==> config.mk <==
export PLATFORM = sky130hd
export DESIGN_NAME = running_statistics_accumulator_top
export DESIGN_NICKNAME = d
export VERILOG_FILES = /design/src/rsa_pkg.sv /design/src/rsa_ctrl.sv /design/src/rsa_datapath.sv /design/src/running_statistics_accumulator_top.sv
export SDC_FILE = /design/constraint.sdc
export NUM_CORES = 2
export LEC_CHECK = 0
export ABC_AREA = 0
export BUFFER_PORTS_ARGS = -buffer_cell sky130_fd_sc_hd__buf_2
export CORE_MARGIN = 1.5
export CORE_UTILIZATION = 39
export CTS_CLUSTER_DIAMETER = 40
export DETAILED_ROUTE_END_ITERATION = 12
export GPL_TIMING_DRIVEN = 0
export PLACE_DENSITY_LB_ADDON = 0.08
export SYNTH_ARGS = -nofsm -noshare
export SYNTH_HDL_FRONTEND = slang
export SYNTH_SLANG_ARGS = --single-unit
==> constraint.sdc <==
create_clock -name clk -period 18.32 [get_ports clk]
set_input_delay 0.916 -clock clk [delete_from_list [all_inputs] [get_ports clk]]
set_output_delay 0.916 -clock clk [all_outputs]
set_load 0.02 [all_outputs]
==> src/rsa_pkg.sv <==
// Shared types and constants for the running statistics accumulator.
package rsa_pkg;

	localparam int DIGIT_W = 8;
	localparam logic [3:0] MASK_RESET = 4'hF;

	localparam int MASK_SUM  = 0;
	localparam int MASK_MAX  = 1;
	localparam int MASK_MIN  = 2;
	localparam int MASK_MEAN = 3;

	typedef enum logic [2:0] {
		ST_IDLE,
		ST_DIV,
		ST_MEAN,
		ST_D2,
		ST_MUL,
		ST_DEV,
		ST_OUT
	} rsa_state_t;

	typedef struct packed {
		logic start;
		logic div_step;
		logic mean_upd;
		logic d2_load;
		logic mul_step;
		logic dev_upd;
		logic out_load;
	} rsa_cmd_t;

	typedef struct packed {
		logic track_mean;
	} rsa_stat_t;

endpackage

==> src/rsa_ctrl.sv <==
// Controller: per request, divide, mean update, multiply (mean on), result hand-off.
module rsa_ctrl import rsa_pkg::*; #(
	parameter int SAMPLE_WIDTH = 32,
	parameter int FRAC_BITS    = 16
) (
	input  logic      clk,
	input  logic      arst_n,
	input  logic      s_tvalid,
	output logic      s_tready,
	output logic      m_tvalid,
	input  logic      m_tready,
	input  rsa_stat_t stat,
	output rsa_cmd_t  cmd
);
	localparam int MEAN_W = SAMPLE_WIDTH + FRAC_BITS;
	localparam int DIGITS = (MEAN_W + DIGIT_W - 1) / DIGIT_W;
	localparam int CNT_W  = $clog2(MEAN_W);

	rsa_state_t       state_q, state_nxt;
	logic [CNT_W-1:0] cnt_q;
	logic             out_valid_q;
	logic             accept;

	assign accept = (state_q == ST_IDLE) && s_tvalid;

	always_comb begin
		state_nxt = state_q;
		unique case (state_q)
			ST_IDLE: begin
				if (s_tvalid) begin
					state_nxt = stat.track_mean ? ST_DIV : ST_OUT;
				end
			end
			ST_DIV: begin
				if (cnt_q == '0) begin
					state_nxt = ST_MEAN;
				end
			end
			ST_MEAN: state_nxt = ST_D2;
			ST_D2:   state_nxt = ST_MUL;
			ST_MUL: begin
				if (cnt_q == '0) begin
					state_nxt = ST_DEV;
				end
			end
			ST_DEV: state_nxt = ST_OUT;
			ST_OUT: begin
				if (!out_valid_q || m_tready) begin
					state_nxt = ST_IDLE;
				end
			end
			default: state_nxt = ST_IDLE;
		endcase
	end

	always_comb begin
		cmd          = '0;
		cmd.start    = accept;
		cmd.div_step = (state_q == ST_DIV);
		cmd.mean_upd = (state_q == ST_MEAN);
		cmd.d2_load  = (state_q == ST_D2);
		cmd.mul_step = (state_q == ST_MUL);
		cmd.dev_upd  = (state_q == ST_DEV);
		cmd.out_load = (state_q == ST_OUT) && (!out_valid_q || m_tready);
	end

	always_ff @(posedge clk or negedge arst_n) begin
		if (!arst_n) begin
			state_q     <= ST_IDLE;
			cnt_q       <= '0;
			out_valid_q <= 1'b0;
		end else begin
			state_q     <= state_nxt;
			out_valid_q <= cmd.out_load | (out_valid_q & ~m_tready);
			if (accept) begin
				cnt_q <= CNT_W'(MEAN_W - 1);
			end else if (state_q == ST_D2) begin
				cnt_q <= CNT_W'(DIGITS - 1);
			end else if ((state_q == ST_DIV) || (state_q == ST_MUL)) begin
				cnt_q <= cnt_q - 1'b1;
			end
		end
	end

	assign s_tready = (state_q == ST_IDLE);
	assign m_tvalid = out_valid_q;

endmodule

==> src/rsa_datapath.sv <==
// Datapath: statistic registers, bit-serial divider, digit-serial multiplier, result register.
module rsa_datapath import rsa_pkg::*; #(
	parameter int SAMPLE_WIDTH = 32,
	parameter int FRAC_BITS    = 16,
	parameter int COUNT_WIDTH  = 32,
	parameter int OUT_W        = 272
) (
	input  logic                           clk,
	input  logic                           arst_n,
	input  logic                           mask_we,
	input  logic [3:0]                     mask_wdata,
	input  logic signed [SAMPLE_WIDTH-1:0] sample,
	input  rsa_cmd_t                       cmd,
	output rsa_stat_t                      stat,
	output logic [OUT_W-1:0]               out_data
);
	localparam int MEAN_W = SAMPLE_WIDTH + FRAC_BITS;
	localparam int DIGITS = (MEAN_W + DIGIT_W - 1) / DIGIT_W;
	localparam int MPL_W  = DIGITS * DIGIT_W;
	localparam int ACC_W  = 2 * MEAN_W;
	localparam int SH_W   = ACC_W - FRAC_BITS;

	// architectural state
	logic [3:0]                     mask_q;
	logic [COUNT_WIDTH-1:0]         count_q;
	logic signed [63:0]             sum_q;
	logic signed [SAMPLE_WIDTH-1:0] min_q;
	logic signed [SAMPLE_WIDTH-1:0] max_q;
	logic signed [MEAN_W-1:0]       mean_q;
	logic [63:0]                    dev_q;

	// per-request working registers
	logic signed [MEAN_W-1:0] xq_q;
	logic                     d1neg_q;
	logic [MEAN_W-1:0]        dvd_q;
	logic [COUNT_WIDTH-1:0]   rem_q;
	logic [COUNT_WIDTH-1:0]   dvs_q;
	logic [MEAN_W-1:0]        mag_a_q;
	logic [MPL_W-1:0]         mpl_q;
	logic [ACC_W-1:0]         acc_q;
	logic [OUT_W-1:0]         out_data_q;

	logic [COUNT_WIDTH-1:0]   count_nxt;
	logic signed [MEAN_W-1:0] xq_in;
	logic [MEAN_W:0]          d1, d1_neg, d2, d2_neg;
	logic [MEAN_W-1:0]        d1_mag, d2_mag;
	logic [COUNT_WIDTH:0]     rem_sh, rem_diff;
	logic                     fits;
	logic [MEAN_W:0]          q_ext, q_signed, mean_sum;
	logic [DIGIT_W-1:0]       digit;
	logic [MEAN_W+DIGIT_W-1:0] pp;
	logic [SH_W+63:0]         sh_ext;
	logic                     ovf;
	logic [64:0]              dev_sum;

	assign count_nxt = (&count_q) ? count_q : count_q + 1'b1;
	assign xq_in     = {sample, {FRAC_BITS{1'b0}}};

	assign d1     = {xq_in[MEAN_W-1], xq_in} - {mean_q[MEAN_W-1], mean_q};
	assign d1_neg = -d1;
	assign d1_mag = d1[MEAN_W] ? d1_neg[MEAN_W-1:0] : d1[MEAN_W-1:0];

	// restoring divide, one quotient bit per step
	assign rem_sh   = {rem_q, dvd_q[MEAN_W-1]};
	assign fits     = (rem_sh >= {1'b0, dvs_q});
	assign rem_diff = rem_sh - {1'b0, dvs_q};

	assign q_ext    = {1'b0, dvd_q};
	assign q_signed = d1neg_q ? -q_ext : q_ext;
	assign mean_sum = {mean_q[MEAN_W-1], mean_q} + q_signed;

	// d2 shares the sign of d1 because the new mean lies between old mean and sample
	assign d2     = {xq_q[MEAN_W-1], xq_q} - {mean_q[MEAN_W-1], mean_q};
	assign d2_neg = -d2;
	assign d2_mag = d2[MEAN_W] ? d2_neg[MEAN_W-1:0] : d2[MEAN_W-1:0];

	// multiply top digit first so the accumulator only shifts left
	assign digit = mpl_q[MPL_W-1 -: DIGIT_W];
	assign pp    = mag_a_q * digit;

	assign sh_ext  = {64'b0, acc_q[ACC_W-1:FRAC_BITS]};
	assign ovf     = |sh_ext[SH_W+63:64];
	assign dev_sum = {1'b0, dev_q} + {1'b0, sh_ext[63:0]};

	always_ff @(posedge clk or negedge arst_n) begin
		if (!arst_n) begin
			mask_q  <= MASK_RESET;
			count_q <= '0;
			sum_q   <= '0;
			min_q   <= {1'b0, {(SAMPLE_WIDTH-1){1'b1}}};
			max_q   <= {1'b1, {(SAMPLE_WIDTH-1){1'b0}}};
			mean_q  <= '0;
			dev_q   <= '0;
		end else begin
			if (mask_we) begin
				mask_q <= mask_wdata;
			end
			if (cmd.start) begin
				count_q <= count_nxt;
				if (mask_q[MASK_SUM]) begin
					sum_q <= sum_q + 64'(sample);
				end
				if (mask_q[MASK_MAX] && (sample > max_q)) begin
					max_q <= sample;
				end
				if (mask_q[MASK_MIN] && (sample < min_q)) begin
					min_q <= sample;
				end
			end
			if (cmd.mean_upd) begin
				mean_q <= mean_sum[MEAN_W-1:0];
			end
			if (cmd.dev_upd) begin
				dev_q <= (ovf || dev_sum[64]) ? '1 : dev_sum[63:0];
			end
		end
	end

	always_ff @(posedge clk) begin
		if (cmd.start) begin
			xq_q    <= xq_in;
			d1neg_q <= d1[MEAN_W];
			dvd_q   <= d1_mag;
			mag_a_q <= d1_mag;
			rem_q   <= '0;
			dvs_q   <= count_nxt;
		end
		if (cmd.div_step) begin
			rem_q <= fits ? rem_diff[COUNT_WIDTH-1:0] : rem_sh[COUNT_WIDTH-1:0];
			dvd_q <= {dvd_q[MEAN_W-2:0], fits};
		end
		if (cmd.d2_load) begin
			mpl_q <= MPL_W'(d2_mag);
			acc_q <= '0;
		end
		if (cmd.mul_step) begin
			acc_q <= (acc_q << DIGIT_W) + ACC_W'(pp);
			mpl_q <= mpl_q << DIGIT_W;
		end
		if (cmd.out_load) begin
			out_data_q <= OUT_W'({dev_q, mean_q, max_q, min_q, sum_q, count_q});
		end
	end

	assign stat.track_mean = mask_q[MASK_MEAN];
	assign out_data        = out_data_q;

endmodule

==> src/running_statistics_accumulator_top.sv <==
// Top level of the running statistics accumulator: count, sum, min, max, mean, deviation sum.
// With mean tracking off, a request goes straight to the result hand-off; with it on,
// the block first runs one divider step per mean bit, the mean update, the deviation load,
// then one multiply step per 8-bit digit of the deviation and the deviation-sum update.
// A new request is taken once the previous result is registered, even while that result still waits.
// Reset (arst_n low) clears all statistics at once and sets the mask to all enabled.
module running_statistics_accumulator_top import rsa_pkg::*; #(
	parameter int SAMPLE_WIDTH = 32,
	parameter int FRAC_BITS    = 16,
	parameter int COUNT_WIDTH  = 32
) (
	input  logic                 clk,
	input  logic                 arst_n,
	input  logic                 mask_we,
	input  logic [3:0]           mask_wdata,
	input  logic                 s_tvalid,
	output logic                 s_tready,
	input  logic [((SAMPLE_WIDTH+7)/8)*8-1:0] s_tdata, // sample
	output logic                 m_tvalid,
	input  logic                 m_tready,
	// sample_count, running_sum, running_min, running_max, running_mean, squared_deviation_sum
	output logic [((COUNT_WIDTH+3*SAMPLE_WIDTH+FRAC_BITS+128+7)/8)*8-1:0] m_tdata
);
	localparam int OUT_W = ((COUNT_WIDTH + 3*SAMPLE_WIDTH + FRAC_BITS + 128 + 7) / 8) * 8;

	rsa_cmd_t  cmd;
	rsa_stat_t stat;

	rsa_ctrl #(
		.SAMPLE_WIDTH(SAMPLE_WIDTH),
		.FRAC_BITS   (FRAC_BITS)
	) u_ctrl (
		.clk     (clk),
		.arst_n  (arst_n),
		.s_tvalid(s_tvalid),
		.s_tready(s_tready),
		.m_tvalid(m_tvalid),
		.m_tready(m_tready),
		.stat    (stat),
		.cmd     (cmd)
	);

	rsa_datapath #(
		.SAMPLE_WIDTH(SAMPLE_WIDTH),
		.FRAC_BITS   (FRAC_BITS),
		.COUNT_WIDTH (COUNT_WIDTH),
		.OUT_W       (OUT_W)
	) u_dp (
		.clk       (clk),
		.arst_n    (arst_n),
		.mask_we   (mask_we),
		.mask_wdata(mask_wdata),
		.sample    ($signed(s_tdata[SAMPLE_WIDTH-1:0])),
		.cmd       (cmd),
		.stat      (stat),
		.out_data  (m_tdata)
	);

endmodule

==> impl_results.md <==
- Outcome: complete, no violations
- CTS clock-pin slew for the worst setup and hold paths: 0.05 ns
- Uppermost layer routed: met4
- Initial core utilization: 39.2%
- M1 WL: 91100 um
- Sequential share of the synthesized area: 38.2%
- Slew headroom: 11.6%
- Delay of the slowest cell on the worst path: 0.69 ns
- Number of inserted filler cells in the final layout: 16200
- Highest-delay cell along the critical path: sky130_fd_sc_hd__clkbuf_1
- Clock period minus final worst setup slack: 8.87 ns
- Most frequent CP cell: sky130_fd_sc_hd__fa_1
- Post-synthesis to final-layout area growth: 16.1%
- Fraction of post-synthesis cell area in the top cell type by area: 27.1%
- Vias in the first global route: 52300
- Average via count per standard cell: 5.39
- Met3 wire length: 10400 um
- Layout cell share with drive strength beyond 1: 11.6%
- Synthesized instance count: 6747
- Number of flops mapped to enable cells by yosys: 601
- Setup repair after global routing missed its margin: no
- Antenna violations before repair: 4
- Total length of routed wires: 202000 um
- Worst Hold Path Cells: 2
- Maximum Capacitance Violations: 0
- Critical Path RT: 18.95 ns
- Per-instance average area after synthesis: 9.86 um2
- Cell with the most instances after synthesis: sky130_fd_sc_hd__inv_1
- Clk sink count: 895
- Post-synth top area cell: sky130_fd_sc_hd__edfxtp_1
- Post-synthesis instance area: 66500 um2
- Die Outline Area: 173000 um2
- Ports: 315
- Transition at the pin with the smallest max-transition slack: 1.29 ns
- Startpoint types: flip-flop
- Flop2flop setup slack: 9.45 ns
- Remaining antenna violation count: 0
- Endpoints failing setup: 0
- Warnings from Yosys: 0
- Post-CTS Setup Inserts: 0
- Drc violations: 0
- Area contributors post-synth: sky130_fd_sc_hd__edfxtp_1 (27%), sky130_fd_sc_hd__fa_1 (9.8%), sky130_fd_sc_hd__dfrtp_1 (9.4%), sky130_fd_sc_hd__ha_1 (7.9%), sky130_fd_sc_hd__xnor2_1 (4.0%)
- Fmax: 113 MHz
- Number of cells on the worst reg-to-reg path: 25
- Number of diodes: 0
- CP delay by family, top: adder cells
- Final design utilization: 45.6%
- Fraction of the cycle the final worst path needs: 48.4%
- Worst R2R End: u_dp.acc_q[92]
- Overflow left after global routing: 0
- Worst hold slack across all endpoints: 0.350 ns
- Setup tns final: 0 ns
- Number of hold buffers added after CTS: 1
- Number of detailed-routing iterations run before antenna repair: 5
- Critical path fanouts, max: 10
- Wire length on met2: 93600 um
- Number of distinct standard cells referenced by the synthesized netlist: 100
- Final worst clock skew: 0.0505 ns
- Total number of vias: 51800
- Number of buffers added on ports: 314
- Signal arrival time at the worst endpoint: 9.50 ns
- Cts bufs inserted: 166
- CTS resizes: 0
- Nets@finish: 8040
- Die Span Y: 416 um
- Final number of hold-violating endpoints: 0
- Clock tree from TritonCTS: built
- Top cell types by occurrence after synthesis: sky130_fd_sc_hd__inv_1 (614), sky130_fd_sc_hd__nand2_1 (602), sky130_fd_sc_hd__edfxtp_1 (601), sky130_fd_sc_hd__a21oi_1 (449), sky130_fd_sc_hd__nor2_1 (423)
- Floorplan row count: 151
- Hold/Removal Path Class: input port to flip-flop
- Area inside the core boundary: 169000 um2
- Weighted congestion at the end of routability-driven global placement: 0.916
- 1st-iter DRT viols: 3511
- First-pass GRT wire length: 311000 um
- Primary flip-flop cell chosen by synthesis mapping: sky130_fd_sc_hd__edfxtp_1
- Syn Nets: 7537
- Horizontal die dimension: 416 um
- Number of max-slew violations in the final report: 0
- GRT Util Overall: 23.2%
- Crit. Startpoint: u_dp.mpl_q[44]
- H-Tree Level Count: 4
- Capture endpoint of the worst hold path: u_dp.mask_q[1]
- Clock root buffer master: sky130_fd_sc_hd__clkbuf_16
- Deepest clock path buffer count: 3
- Maximum number of pins on one net before global-route repair: 104
- Placed wire-length estimate after detailed placement: 159000 um
- Later-pin clock latency in the skew report: 0.81 ns
- HP Start: mask_wdata[1]
- Number of standard cells in the layout, taps in and fillers out: 9613
- Critical path buffers and inverters: 7
- Source of the worst register-to-register timing path: u_dp.mpl_q[44]
- Synthesis-stage register bit count: 895
- Class of the most critical setup path: flip-flop to flip-flop
- Number of cells in the design after placement: 9299
- Routed wire length per instance: 21.1 um
- Async set or reset register ratio after synthesis: 32.0%
- Endpoint kind of the worst setup timing path: flip-flop
## kinds of logic after synthesis
logic type,after synthesis,share of synthesized area (%)
DFF,895,38.2
and+or+nand+nor,1979,14.8
muxes,151,2.51
AOI/OAI and AO/OA,1602,15.3
xor gates and xnor gates,497,6.54
adders and majority gates,749,17.8
buffers and inverters,874,4.95
## how the worst max path moves through the flow
stage / end / slack [ns] / cells after the start
finish: u_dp.acc_q[92] / 9.45 / 25
global route: u_dp.acc_q[92] / 8.89 / 25
CTS: u_dp.acc_q[92] / 9.41 / 25
detailed placement: u_dp.acc_q[92] / 9.48 / 25
global placement: u_dp.out_data[160] / -2.49 / 4
floorplan: u_dp.out_data[0] / 5.15 / 2
## metrics by stage
stage                     instance area, um2  setup WS (ns)
after floorplan                        66500           5.15
final                                  77200           9.45
after detailed placement               71300           9.48
after global placement                 70900          -2.49
after global routing                   77200           8.89
after CTS                              77200           9.41
## flip-flops by register name (all words and copies together) (netlist names), 32 cells and up
| name | cells |
|---|---|
| u_dp.rem_q | 32 |
| u_dp.count_q | 32 |
| u_dp.dev_q | 64 |
| u_dp.mean_q | 48 |
| u_dp.xq_q | 32 |
| u_dp.max_q | 32 |
| u_dp.mpl_q | 48 |
| u_dp.acc_q | 96 |
| u_dp.out_data | 272 |
| u_dp.mag_a_q | 48 |
| u_dp.dvd_q | 48 |
| u_dp.min_q | 32 |
| u_dp.dvs_q | 32 |
| u_dp.sum_q | 64 |
## routing by layer
layer | vias to the layer above | track usage (%)
met1 | 25400 | 30.6
met5 | - | 0
li1 | 24800 | -
met4 | 0 | 8.56
met2 | 1270 | 37.8
met3 | 314 | 4.22
## layout by cell type (no fill, tap or decap), types with 29 or more instances in the layout
cell                        netlist  routed
sky130_fd_sc_hd__a211oi_1        48      48
sky130_fd_sc_hd__a21o_1         239     239
sky130_fd_sc_hd__a21oi_1        449     449
sky130_fd_sc_hd__a31oi_1         53      53
sky130_fd_sc_hd__and2_1         309     309
sky130_fd_sc_hd__and3_1          55      55
sky130_fd_sc_hd__buf_2            6     320
sky130_fd_sc_hd__clkbuf_1       236     254
sky130_fd_sc_hd__clkbuf_16        0     169
sky130_fd_sc_hd__dfrtp_1        250     250
sky130_fd_sc_hd__dfstp_2         36      36
sky130_fd_sc_hd__edfxtp_1       601     601
sky130_fd_sc_hd__fa_1           327     327
sky130_fd_sc_hd__ha_1           422     422
sky130_fd_sc_hd__inv_1          614     613
sky130_fd_sc_hd__mux2_2         121     121
sky130_fd_sc_hd__mux2i_1         29      29
sky130_fd_sc_hd__nand2_1        602     601
sky130_fd_sc_hd__nand2b_1        55      55
sky130_fd_sc_hd__nand3_1         97      97
sky130_fd_sc_hd__nand4_1         94      94
sky130_fd_sc_hd__nor2_1         423     422
sky130_fd_sc_hd__nor2b_1         58      58
sky130_fd_sc_hd__nor3_1          86      85
sky130_fd_sc_hd__o211ai_1        42      42
sky130_fd_sc_hd__o21a_1          61      61
sky130_fd_sc_hd__o21ai_0        401     401
sky130_fd_sc_hd__o21bai_1        52      52
sky130_fd_sc_hd__o31ai_1         40      40
sky130_fd_sc_hd__or3_1           51      51
sky130_fd_sc_hd__xnor2_1        301     301
sky130_fd_sc_hd__xor2_1         196     196
## final cells by class
| cell class | count | area [um2] | share of cell area, % |
|---|---|---|---|
| buffer | 259 | 988 | 1.28 |
| tap | 2218 | 2780 | 3.59 |
| timing repair buffer | 335 | 2020 | 2.61 |
| inverter | 615 | 2310 | 2.99 |
| clock inverter | 117 | 1480 | 1.92 |
| sequential | 895 | 25400 | 32.9 |
| clock buffer | 196 | 4420 | 5.72 |
| multi-input combinational | 4978 | 37800 | 49.0 |
## worst reg2reg max path: stages (launching register included)
cell and delay (ns):
sky130_fd_sc_hd__edfxtp_1 0.39, sky130_fd_sc_hd__clkbuf_1 0.44, sky130_fd_sc_hd__clkbuf_1 0.70, sky130_fd_sc_hd__nand2_1 0.18
sky130_fd_sc_hd__fa_1 0.58, sky130_fd_sc_hd__inv_1 0.05, sky130_fd_sc_hd__fa_1 0.47, sky130_fd_sc_hd__fa_1 0.54
sky130_fd_sc_hd__inv_1 0.05, sky130_fd_sc_hd__fa_1 0.61, sky130_fd_sc_hd__inv_1 0.07, sky130_fd_sc_hd__ha_1 0.41
sky130_fd_sc_hd__a21o_1 0.15, sky130_fd_sc_hd__a21o_1 0.10, sky130_fd_sc_hd__a21o_1 0.17, sky130_fd_sc_hd__a31oi_1 0.10
sky130_fd_sc_hd__nor4b_1 0.59, sky130_fd_sc_hd__o211ai_1 0.43, sky130_fd_sc_hd__a21oi_1 0.34, sky130_fd_sc_hd__o21ai_0 0.20
sky130_fd_sc_hd__a2111oi_1 0.58, sky130_fd_sc_hd__clkdlybuf4s15_2 0.35, sky130_fd_sc_hd__o21ai_0 0.23, sky130_fd_sc_hd__clkbuf_1 0.37
sky130_fd_sc_hd__or3_1 0.43, sky130_fd_sc_hd__a21oi_1 0.17
Power is left out: the tool's default activity adds up to more than one toggle a clock period on the data nets, which glitch-free logic cannot reach.
